[config.mk]
export PLATFORM = sky130hd
export DESIGN_NAME = dual_role_key_layer_remapper_flat
export DESIGN_NICKNAME = d
export VERILOG_FILES = /design/src/drklr_pkg.sv /design/src/drklr_if.sv /design/src/drklr_decode.sv /design/src/drklr_emit.sv /design/src/dual_role_key_layer_remapper.sv /design/src/flat_wrapper.sv
export SDC_FILE = /design/constraint.sdc
export NUM_CORES = 1
export LEC_CHECK = 0
export BUFFER_PORTS_ARGS = -buffer_cell sky130_fd_sc_hd__buf_2
export CAP_MARGIN = 20
export CORE_MARGIN = 3
export CORE_UTILIZATION = 45
export CTS_BUF_LIST = sky130_fd_sc_hd__clkbuf_16
export DETAILED_ROUTE_END_ITERATION = 7
export PLACE_DENSITY = 0.72
export SYNTH_ARGS = -nofsm -noshare
export SYNTH_HDL_FRONTEND = slang
export SYNTH_HIERARCHICAL = 1
export SYNTH_SLANG_ARGS = --single-unit
[constraint.sdc]
create_clock -name clk_i -period 6.29 [get_ports clk_i]
set_clock_uncertainty 0.15 [all_clocks]
set_input_delay 1.258 -clock clk_i [delete_from_list [all_inputs] [get_ports clk_i]]
set_output_delay 1.258 -clock clk_i [all_outputs]
set_load 0.01 [all_outputs]
[src/drklr_pkg.sv]
// Package for the dual-role key and layer remapper.
// Holds key codes, widths, item/result structs and register indexes.
// No dependencies.
package drklr_pkg;

  localparam int unsigned TIMER_BITS = 16;
  localparam int unsigned TYPE_W     = 5;
  localparam int unsigned CODE_W     = 10;
  localparam int unsigned VALUE_W    = 32;
  localparam int unsigned TMO_W      = 16;
  localparam int unsigned RUN_MAX    = 3;
  localparam int unsigned RUN_W      = 2;
  localparam int unsigned CMP_W      = (TIMER_BITS > TMO_W) ? TIMER_BITS : TMO_W;

  localparam logic [TYPE_W-1:0] EV_KEY    = 5'd1;
  localparam logic [CODE_W-1:0] KC_ESC    = 10'd1;
  localparam logic [CODE_W-1:0] KC_RETURN = 10'd28;
  localparam logic [CODE_W-1:0] KC_LCTRL  = 10'd29;
  localparam logic [CODE_W-1:0] KC_D      = 10'd32;
  localparam logic [CODE_W-1:0] KC_F      = 10'd33;
  localparam logic [CODE_W-1:0] KC_LSHIFT = 10'd42;
  localparam logic [CODE_W-1:0] KC_M      = 10'd50;
  localparam logic [CODE_W-1:0] KC_LALT   = 10'd56;
  localparam logic [CODE_W-1:0] KC_CAPS   = 10'd58;
  localparam logic [CODE_W-1:0] KC_RCTRL  = 10'd97;
  localparam logic [CODE_W-1:0] KC_SYSREQ = 10'd99;
  localparam logic [CODE_W-1:0] KC_RALT   = 10'd100;
  localparam logic [CODE_W-1:0] KC_LMETA  = 10'd125;
  localparam logic [CODE_W-1:0] KC_RMETA  = 10'd126;

  localparam logic signed [VALUE_W-1:0] VAL_RELEASE = 32'sd0;
  localparam logic signed [VALUE_W-1:0] VAL_PRESS   = 32'sd1;

  typedef enum logic [0:0] {
    CFG_TAP_TIMEOUT = 1'b0,
    CFG_KBD_KIND    = 1'b1
  } cfg_idx_e;

  typedef struct packed {
    logic                      command;
    logic [TYPE_W-1:0]         event_type;
    logic [CODE_W-1:0]         event_code;
    logic signed [VALUE_W-1:0] event_value;
  } item_t;

  typedef struct packed {
    logic [TYPE_W-1:0]         ev_type;
    logic [CODE_W-1:0]         code;
    logic signed [VALUE_W-1:0] value;
  } ev_t;

  typedef struct packed {
    logic [RUN_W-1:0]     count;
    ev_t [RUN_MAX-1:0]    res;
  } run_t;

  typedef struct packed {
    logic                  layer;
    logic                  other;
    logic [TIMER_BITS-1:0] ms;
  } hold_t;

endpackage

[src/drklr_if.sv]
// Valid/ready channel interfaces for the remapper input and output.
// Depends on drklr_pkg for field widths.
interface drklr_in_if import drklr_pkg::*; ();
  logic                      valid;
  logic                      ready;
  logic                      command;
  logic [TYPE_W-1:0]         event_type;
  logic [CODE_W-1:0]         event_code;
  logic signed [VALUE_W-1:0] event_value;

  modport source (output valid, command, event_type, event_code, event_value, input ready);
  modport sink   (input valid, command, event_type, event_code, event_value, output ready);
endinterface

interface drklr_out_if import drklr_pkg::*; ();
  logic                      valid;
  logic                      ready;
  logic [TYPE_W-1:0]         out_type;
  logic [CODE_W-1:0]         out_code;
  logic signed [VALUE_W-1:0] out_value;
  logic                      last_of_run;

  modport source (output valid, out_type, out_code, out_value, last_of_run, input ready);
  modport sink   (input valid, out_type, out_code, out_value, last_of_run, output ready);
endinterface

[src/drklr_decode.sv]
// Combinational decode of one item into up to three result events
// and the next hold/layer state. Depends on drklr_pkg.
module drklr_decode import drklr_pkg::*; (
  input  item_t             item_i,
  input  hold_t             hold_i,
  input  logic [TMO_W-1:0]  tap_timeout_i,
  input  logic              mac_i,
  output run_t              run_o,
  output hold_t             hold_o
);

  function automatic logic [CODE_W-1:0] layer_code(input logic [CODE_W-1:0] c);
    logic [CODE_W-1:0] r;
    r = c;
    unique case (c)
      10'd16:  r = 10'd2;
      10'd17:  r = 10'd3;
      10'd18:  r = 10'd4;
      10'd19:  r = 10'd5;
      10'd20:  r = 10'd6;
      10'd21:  r = 10'd7;
      10'd22:  r = 10'd8;
      10'd23:  r = 10'd9;
      10'd24:  r = 10'd10;
      10'd25:  r = 10'd11;
      10'd30:  r = 10'd179;
      10'd31:  r = 10'd180;
      10'd32:  r = 10'd26;
      10'd33:  r = 10'd27;
      10'd34:  r = 10'd41;
      10'd35:  r = 10'd105;
      10'd36:  r = 10'd108;
      10'd37:  r = 10'd103;
      10'd38:  r = 10'd106;
      10'd39:  r = 10'd13;
      10'd40:  r = 10'd43;
      10'd44:  r = 10'd26;
      10'd45:  r = 10'd27;
      10'd46:  r = 10'd12;
      10'd47:  r = 10'd78;
      10'd50:  r = 10'd12;
      default: r = c;
    endcase
    return r;
  endfunction

  logic                      tap_ok;
  logic                      wrap;
  logic [CODE_W-1:0]         tap_code;
  logic [CODE_W-1:0]         ctrl_code;
  logic signed [VALUE_W-1:0] val;
  logic [CODE_W-1:0]         code;

  assign val  = item_i.event_value;
  assign code = item_i.event_code;
  assign wrap = (code == KC_M) || (code == KC_D) || (code == KC_F);
  // tap window: counter strictly below timeout and no other key pressed
  assign tap_ok = !hold_i.other &&
                  (CMP_W'(hold_i.ms) < CMP_W'(tap_timeout_i));
  assign tap_code  = (code == KC_CAPS) ? KC_ESC : KC_RETURN;
  assign ctrl_code = (code == KC_CAPS) ? KC_LCTRL : KC_RCTRL;

  always_comb begin
    hold_o = hold_i;
    run_o.count = '0;
    for (int i = 0; i < RUN_MAX; i++) begin
      run_o.res[i] = '{ev_type: item_i.event_type, code: code, value: val};
    end

    if (item_i.command) begin
      if (hold_i.ms != '1) begin
        hold_o.ms = hold_i.ms + 1'b1;
      end
    end else if (item_i.event_type != EV_KEY) begin
      run_o.count = RUN_W'(1);
    end else begin
      unique case (code)
        KC_RMETA: begin
          hold_o.layer = (val != VAL_RELEASE);
        end
        KC_RALT: begin
          if (!mac_i) begin
            hold_o.layer = (val != VAL_RELEASE);
          end else begin
            run_o.count = RUN_W'(1);
          end
        end
        KC_LALT: begin
          run_o.count = RUN_W'(1);
          run_o.res[0].code = mac_i ? code : KC_LMETA;
        end
        KC_LMETA: begin
          run_o.count = RUN_W'(1);
          run_o.res[0].code = mac_i ? code : KC_LALT;
        end
        KC_SYSREQ: begin
          run_o.count = RUN_W'(1);
          run_o.res[0].code = mac_i ? code : KC_RALT;
        end
        KC_CAPS, KC_RETURN: begin
          run_o.count = RUN_W'(1);
          run_o.res[0].code = ctrl_code;
          if (val == VAL_PRESS) begin
            hold_o.ms    = '0;
            hold_o.other = 1'b0;
          end else if (val == VAL_RELEASE && tap_ok) begin
            run_o.count  = RUN_W'(3);
            run_o.res[1] = '{ev_type: EV_KEY, code: tap_code, value: VAL_PRESS};
            run_o.res[2] = '{ev_type: EV_KEY, code: tap_code, value: VAL_RELEASE};
          end
        end
        default: begin
          hold_o.other = 1'b1;
          run_o.count  = RUN_W'(1);
          if (hold_i.layer) begin
            if (wrap) begin
              run_o.count  = RUN_W'(3);
              run_o.res[0] = '{ev_type: EV_KEY, code: KC_LSHIFT, value: VAL_PRESS};
              run_o.res[1].code = layer_code(code);
              run_o.res[2] = '{ev_type: EV_KEY, code: KC_LSHIFT, value: VAL_RELEASE};
            end else begin
              run_o.res[0].code = layer_code(code);
            end
          end
        end
      endcase
    end
  end

endmodule

[src/drklr_emit.sv]
// Result register: holds the run of up to three events for one item and
// hands them out one per transfer. Depends on drklr_pkg and drklr_out_if.
module drklr_emit import drklr_pkg::*; (
  input  logic         clk_i,
  input  logic         rst_ni,
  input  logic         load_i,
  input  run_t         run_i,
  output logic         free_o,
  drklr_out_if.source  out_ch
);

  logic [RUN_W-1:0]  cnt_q, cnt_d;
  logic [RUN_W-1:0]  idx_q, idx_d;
  ev_t [RUN_MAX-1:0] slot_q;
  ev_t               cur;
  logic              fire;
  logic              last;

  assign fire   = out_ch.valid && out_ch.ready;
  assign last   = (idx_q == cnt_q - 1'b1);
  // free for a new run when empty or as the final event of the current one goes out
  assign free_o = (cnt_q == '0) || (fire && last);

  always_comb begin
    cnt_d = cnt_q;
    idx_d = idx_q;
    if (load_i) begin
      cnt_d = run_i.count;
      idx_d = '0;
    end else if (fire) begin
      if (last) begin
        cnt_d = '0;
        idx_d = '0;
      end else begin
        idx_d = idx_q + 1'b1;
      end
    end
  end

  always_ff @(posedge clk_i or negedge rst_ni) begin
    if (!rst_ni) begin
      cnt_q <= '0;
      idx_q <= '0;
    end else begin
      cnt_q <= cnt_d;
      idx_q <= idx_d;
    end
  end

  always_ff @(posedge clk_i) begin
    if (load_i) begin
      slot_q <= run_i.res;
    end
  end

  always_comb begin
    unique case (idx_q)
      2'd0:    cur = slot_q[0];
      2'd1:    cur = slot_q[1];
      default: cur = slot_q[2];
    endcase
  end

  assign out_ch.valid       = (cnt_q != '0);
  assign out_ch.out_type    = cur.ev_type;
  assign out_ch.out_code    = cur.code;
  assign out_ch.out_value   = cur.value;
  assign out_ch.last_of_run = last;

endmodule

[src/dual_role_key_layer_remapper.sv]
// Dual-role key and layer remapper, top level.
// Path to first result: input register, then result register. Throughput:
// one input item per cycle unless an item with results waits for the result
// register; an item with k results holds it for k output transfers (k <= 3).
// Reset: layer and other-key flags clear, hold timer saturates, timeout 200,
// standard keyboard; no clearing pass.
module dual_role_key_layer_remapper import drklr_pkg::*; (
  input  logic              clk_i,
  input  logic              rst_ni,
  drklr_in_if.sink          in_ch,
  drklr_out_if.source       out_ch,
  input  logic              cfg_we_i,
  input  logic [0:0]        cfg_idx_i,
  input  logic [TMO_W-1:0]  cfg_data_i
);

  // configuration registers
  logic [TMO_W-1:0] tap_timeout_q;
  logic             mac_q;

  // input register
  logic  in_valid_q;
  item_t item_q;

  // hold / layer state
  hold_t hold_q, hold_d;

  run_t  run;
  logic  emit_free;
  logic  advance;
  logic  load;
  logic  in_fire;

  // Item leaves the input register when its results fit in the result
  // register. Ticks and layer-key events produce nothing and never wait.
  assign advance      = in_valid_q && ((run.count == '0) || emit_free);
  assign load         = advance && (run.count != '0);
  assign in_ch.ready  = !in_valid_q || advance;
  assign in_fire      = in_ch.valid && in_ch.ready;

  always_ff @(posedge clk_i or negedge rst_ni) begin
    if (!rst_ni) begin
      tap_timeout_q <= TMO_W'(200);
      mac_q         <= 1'b0;
    end else if (cfg_we_i) begin
      unique case (cfg_idx_e'(cfg_idx_i))
        CFG_TAP_TIMEOUT: tap_timeout_q <= cfg_data_i;
        CFG_KBD_KIND:    mac_q         <= cfg_data_i[0];
        default:         ;
      endcase
    end
  end

  always_ff @(posedge clk_i or negedge rst_ni) begin
    if (!rst_ni) begin
      in_valid_q <= 1'b0;
    end else if (in_ch.ready) begin
      in_valid_q <= in_ch.valid;
    end
  end

  always_ff @(posedge clk_i) begin
    if (in_fire) begin
      item_q <= '{command:     in_ch.command,
                  event_type:  in_ch.event_type,
                  event_code:  in_ch.event_code,
                  event_value: in_ch.event_value};
    end
  end

  // state commits in item order, as each item leaves the input register
  always_ff @(posedge clk_i or negedge rst_ni) begin
    if (!rst_ni) begin
      hold_q <= '{layer: 1'b0, other: 1'b0, ms: '1};
    end else if (advance) begin
      hold_q <= hold_d;
    end
  end

  drklr_decode u_decode (
    .item_i        (item_q),
    .hold_i        (hold_q),
    .tap_timeout_i (tap_timeout_q),
    .mac_i         (mac_q),
    .run_o         (run),
    .hold_o        (hold_d)
  );

  drklr_emit u_emit (
    .clk_i  (clk_i),
    .rst_ni (rst_ni),
    .load_i (load),
    .run_i  (run),
    .free_o (emit_free),
    .out_ch (out_ch)
  );

endmodule

[src/flat_wrapper.sv]
// flat-port wrapper written by rule: the top's interface ports become plain ports
module dual_role_key_layer_remapper_flat import drklr_pkg::*;
  (clk_i, rst_ni, cfg_we_i, cfg_idx_i, cfg_data_i, in_ch_valid, in_ch_command, in_ch_event_type, in_ch_event_code, in_ch_event_value, in_ch_ready, out_ch_valid, out_ch_out_type, out_ch_out_code, out_ch_out_value, out_ch_last_of_run, out_ch_ready);
  drklr_in_if in_ch_i ();
  drklr_out_if out_ch_i ();
  input  logic clk_i;
  input  logic rst_ni;
  input  logic cfg_we_i;
  input  logic [0:0] cfg_idx_i;
  input  logic [TMO_W-1:0] cfg_data_i;
  input wire logic [$bits(in_ch_i.valid)-1:0] in_ch_valid;
  input wire logic [$bits(in_ch_i.command)-1:0] in_ch_command;
  input wire logic [$bits(in_ch_i.event_type)-1:0] in_ch_event_type;
  input wire logic [$bits(in_ch_i.event_code)-1:0] in_ch_event_code;
  input wire logic [$bits(in_ch_i.event_value)-1:0] in_ch_event_value;
  output wire logic [$bits(in_ch_i.ready)-1:0] in_ch_ready;
  output wire logic [$bits(out_ch_i.valid)-1:0] out_ch_valid;
  output wire logic [$bits(out_ch_i.out_type)-1:0] out_ch_out_type;
  output wire logic [$bits(out_ch_i.out_code)-1:0] out_ch_out_code;
  output wire logic [$bits(out_ch_i.out_value)-1:0] out_ch_out_value;
  output wire logic [$bits(out_ch_i.last_of_run)-1:0] out_ch_last_of_run;
  input wire logic [$bits(out_ch_i.ready)-1:0] out_ch_ready;
  assign in_ch_i.valid = in_ch_valid;
  assign in_ch_i.command = in_ch_command;
  assign in_ch_i.event_type = in_ch_event_type;
  assign in_ch_i.event_code = in_ch_event_code;
  assign in_ch_i.event_value = in_ch_event_value;
  assign in_ch_ready = in_ch_i.ready;
  assign out_ch_valid = out_ch_i.valid;
  assign out_ch_out_type = out_ch_i.out_type;
  assign out_ch_out_code = out_ch_i.out_code;
  assign out_ch_out_value = out_ch_i.out_value;
  assign out_ch_last_of_run = out_ch_i.last_of_run;
  assign out_ch_i.ready = out_ch_ready;
  dual_role_key_layer_remapper u_core (.clk_i(clk_i), .rst_ni(rst_ni), .in_ch(in_ch_i), .out_ch(out_ch_i), .cfg_we_i(cfg_we_i), .cfg_idx_i(cfg_idx_i), .cfg_data_i(cfg_data_i));
endmodule
==> results.txt <==
Status = completed
Crit path largest cell delay = 510 ps
Die Height = 165 um
Source-to-sink clock delay at the later pin of the worst-skew pair = 520 ps
Fill count = 2145
Min-Delay Startpoint = u_core/item_q[12]
Final setup TNS = 0 ps
Launching element type of the critical path = register
First-pass GRT wire length = 39300 um
Reg2Reg Setup Slack = 2340 ps
Sequential share of the synthesized area = 59.2%
Iteration count of the initial detailed-routing pass = 5
Slew @ Worst Pin = 1170 ps
Reg2Reg Capture Point = u_core/item_q[46]
WL final = 24800 um
Routability congestion estimate = 0.912
Number of distinct library cells after synthesis = 86
RSZ-0062 raised after global routing = false
FFs w/ async S/R, synth = 17.5%
Core region area = 24500 um^2
WP data required = 4880 ps
Nets = 1096
Post-layout minimum cycle time = 5010 ps
FMAX = 200 MHz
Util after Layout = 52.0%
Initial antenna violation count = 1
Met3 GRT Util = 2.91%
Lkg Pwr = 4.87 nW
GRT busiest layer = met2
# port buffers = 119
Detailed Route Iter0 Violations = 702
Vias in the first global route = 7391
Total CTS buffers = 26
WL/cell = 18.4 um
Relative slew margins = 21.4%
Hold Slack = 342 ps
Worst Path Arrival = 3600 ps
Design Area, Final = 12800 um^2
PwrDens = 374 nW/um^2
Final hold vios = 0
Fin cells = 1349
Most used flip-flop cell after synthesis = edfxtp_1
Critical path capture point type = output pin
Part of the cycle the worst path needs = 79.6%
DR DRC count = 0
Chip width = 165 um
Overflow after GRT = 0
Place WS = 1770 ps
Post-route ant nets = 0
Max cap viols = 0
Met1 Resource Use GR = 25.0%
DR vias/cell = 5.69
Pin count of the biggest net entering global routing = 79
Hold Path Class = reg2reg
CTS H-Tree Depth = 1
Max Root-Sink Buffers = 3
Hold path depth = 0
Setup Viol. Count Final = 0
Clock slew at reported path FFs = 60 ps
Area of the multi-input gates = 4060 um^2
All-Layer GR Usage = 18.1%
Post-synth EDFFs = 189
Crit path from = u_core/item_q[5]
Syn-to-layout area delta = 12.8%
FF+latch count, synth = 229
Count of buffer and inverter cells on the critical path = 2
Post-CTS Resized = 0
Met2 track demand over resource = 29.5%
Reg area = 6700 um^2
Post-placement cell area = 12000 um^2
Clk sink count = 229
Root buffer cell = clkbuf_16
Fin worst setup slack = 1280 ps
CTS tree = yes
R2R cell count = 10
Placed cells = 1303
Vias = 7676
Fin. max-slew vios = 0
Starting Density = 46.2%
Boundary Pins = 120
Worst reg2reg startpoint = u_core/item_q[34]
Die ar. = 27100 um^2
Post-synth net total = 1043
CTS Hold Bufs = 0
Crit-path max FO = 5
Detailed placement HPWL = 16300 um
Maximum vdd drop = 0.204 mV
Postcts setup bufs = 0
Slowest-stage cell, CP = nor3b_1
WHS Endpoint = u_core/u_emit/slot_q[59]
Number of core rows = 57
Cell area after synthesis = 11300 um^2
Mapped Cells = 954
Critical path class = reg2out
Crit path cell chain = nor4_1 > nand4_1 > nor3_1 > o211ai_1 > o31ai_4 > and2_1 > nor2_2 > nor3b_1 > inv_1 > buf_2
Warnings from Yosys = 6
Power, Total = 4.77 mW
Post-synthesis average cell area = 11.9 um^2
Fraction of layout cells with a size suffix above 1 = 25.2%
Largest delay share family, worst path = simple AND/OR/NAND/NOR gates
==> cell usage in the layout (no fill, tap or decap), drive strengths merged, types with 4 or more instances in the layout <==
cell    count
nand4      14
a21o        7
buf       134
ha         19
nand2     137
edfxtp    189
or4b        5
and2        9
a31o        4
nor4       13
mux2i       8
xnor2       4
or2         4
clkbuf     26
a21boi     63
o311ai      4
a311oi      4
nand3b      6
nor2       29
o211ai      8
a22oi      48
clkinv     15
dfrtp      21
nor3       17
o31ai       9
a21oi      19
o21ai      19
nand2b      7
a211oi      8
dfstp      19
inv        33
nor2b       8
mux2       36
a31oi       6
nand3      21
==> Yosys cell counts, drive strengths merged, types with 19 or more instances <==
library cell | count | area (um^2)
edfxtp | 189 | 5680
a21oi | 19 | 95.1
a21boi | 63 | 473
buf | 35 | 211
nand2 | 137 | 514
ha | 19 | 238
dfstp | 19 | 499
nor2 | 29 | 114
mux2 | 36 | 443
a22oi | 48 | 360
o21ai | 19 | 106
clkbuf | 74 | 278
dfrtp | 21 | 526
inv | 30 | 113
nand3 | 21 | 105
==> sequential cells by signal, summed over array words and instances (netlist names) <==
| name | cells |
|---|---|
| u_core/u_emit/slot_q | 141 |
| u_core/item_q | 48 |
| u_core/hold_q | 18 |
| u_core/tap_timeout_q | 16 |
| u_core/u_emit/cnt_q | 2 |
| u_core/u_emit/idx_q | 2 |
| u_core/in_valid_q | 1 |
| u_core/mac_q | 1 |
==> worst max path at each step <==
stage,cells after the start,end
finish,10,in_ch_ready
global route,9,in_ch_ready
CTS,10,in_ch_ready
detailed placement,10,in_ch_ready
global placement,7,in_ch_ready
floorplan,10,u_core/item_q[0]
==> layout make-up <==
type	count	share of cell area, %
Antenna cell	2	0.0392
Clock buffer	26	5.10
Clock inverter	18	0.853
Inverter	32	0.941
Multi-Input combinational cell	584	31.8
Sequential cell	229	52.5
Tap cell	324	3.18
Timing Repair Buffer	134	5.64
==> cells by family (layout without fill, tap and decap cells) <==
family                     Yosys count  after routing  synth area share, %
and+or+nand+nor                    289            289                 13.1
adders and majority gates           19             19                 2.10
buffers and inverters              141            210                 5.38
muxes                               44             44                 4.62
other                                0              2                    0
AOI/OAI and AO/OA                  227            227                 15.1
xor gates and xnor gates             5              5                0.519
DFF                                229            229                 59.2
==> report_power, final <==
group / total (mW) / internal, mW / leakage [nW] / switching, mW
clock network: 1.33 / 0.751 / 0.372 / 0.580
logic: 1.38 / 0.507 / 2.27 / 0.878
registers: 2.05 / 1.93 / 2.23 / 0.126
total: 4.77 / 3.19 / 4.87 / 1.58
==> routing by layer <==
layer / vias up / wire length [um]
met4: 0 / 666
met2: 274 / 11800
met3: 44 / 1560
li1: 3639 / -
met1: 3719 / 10800
met5: - / 0
Power figures use the tool's default switching activity.
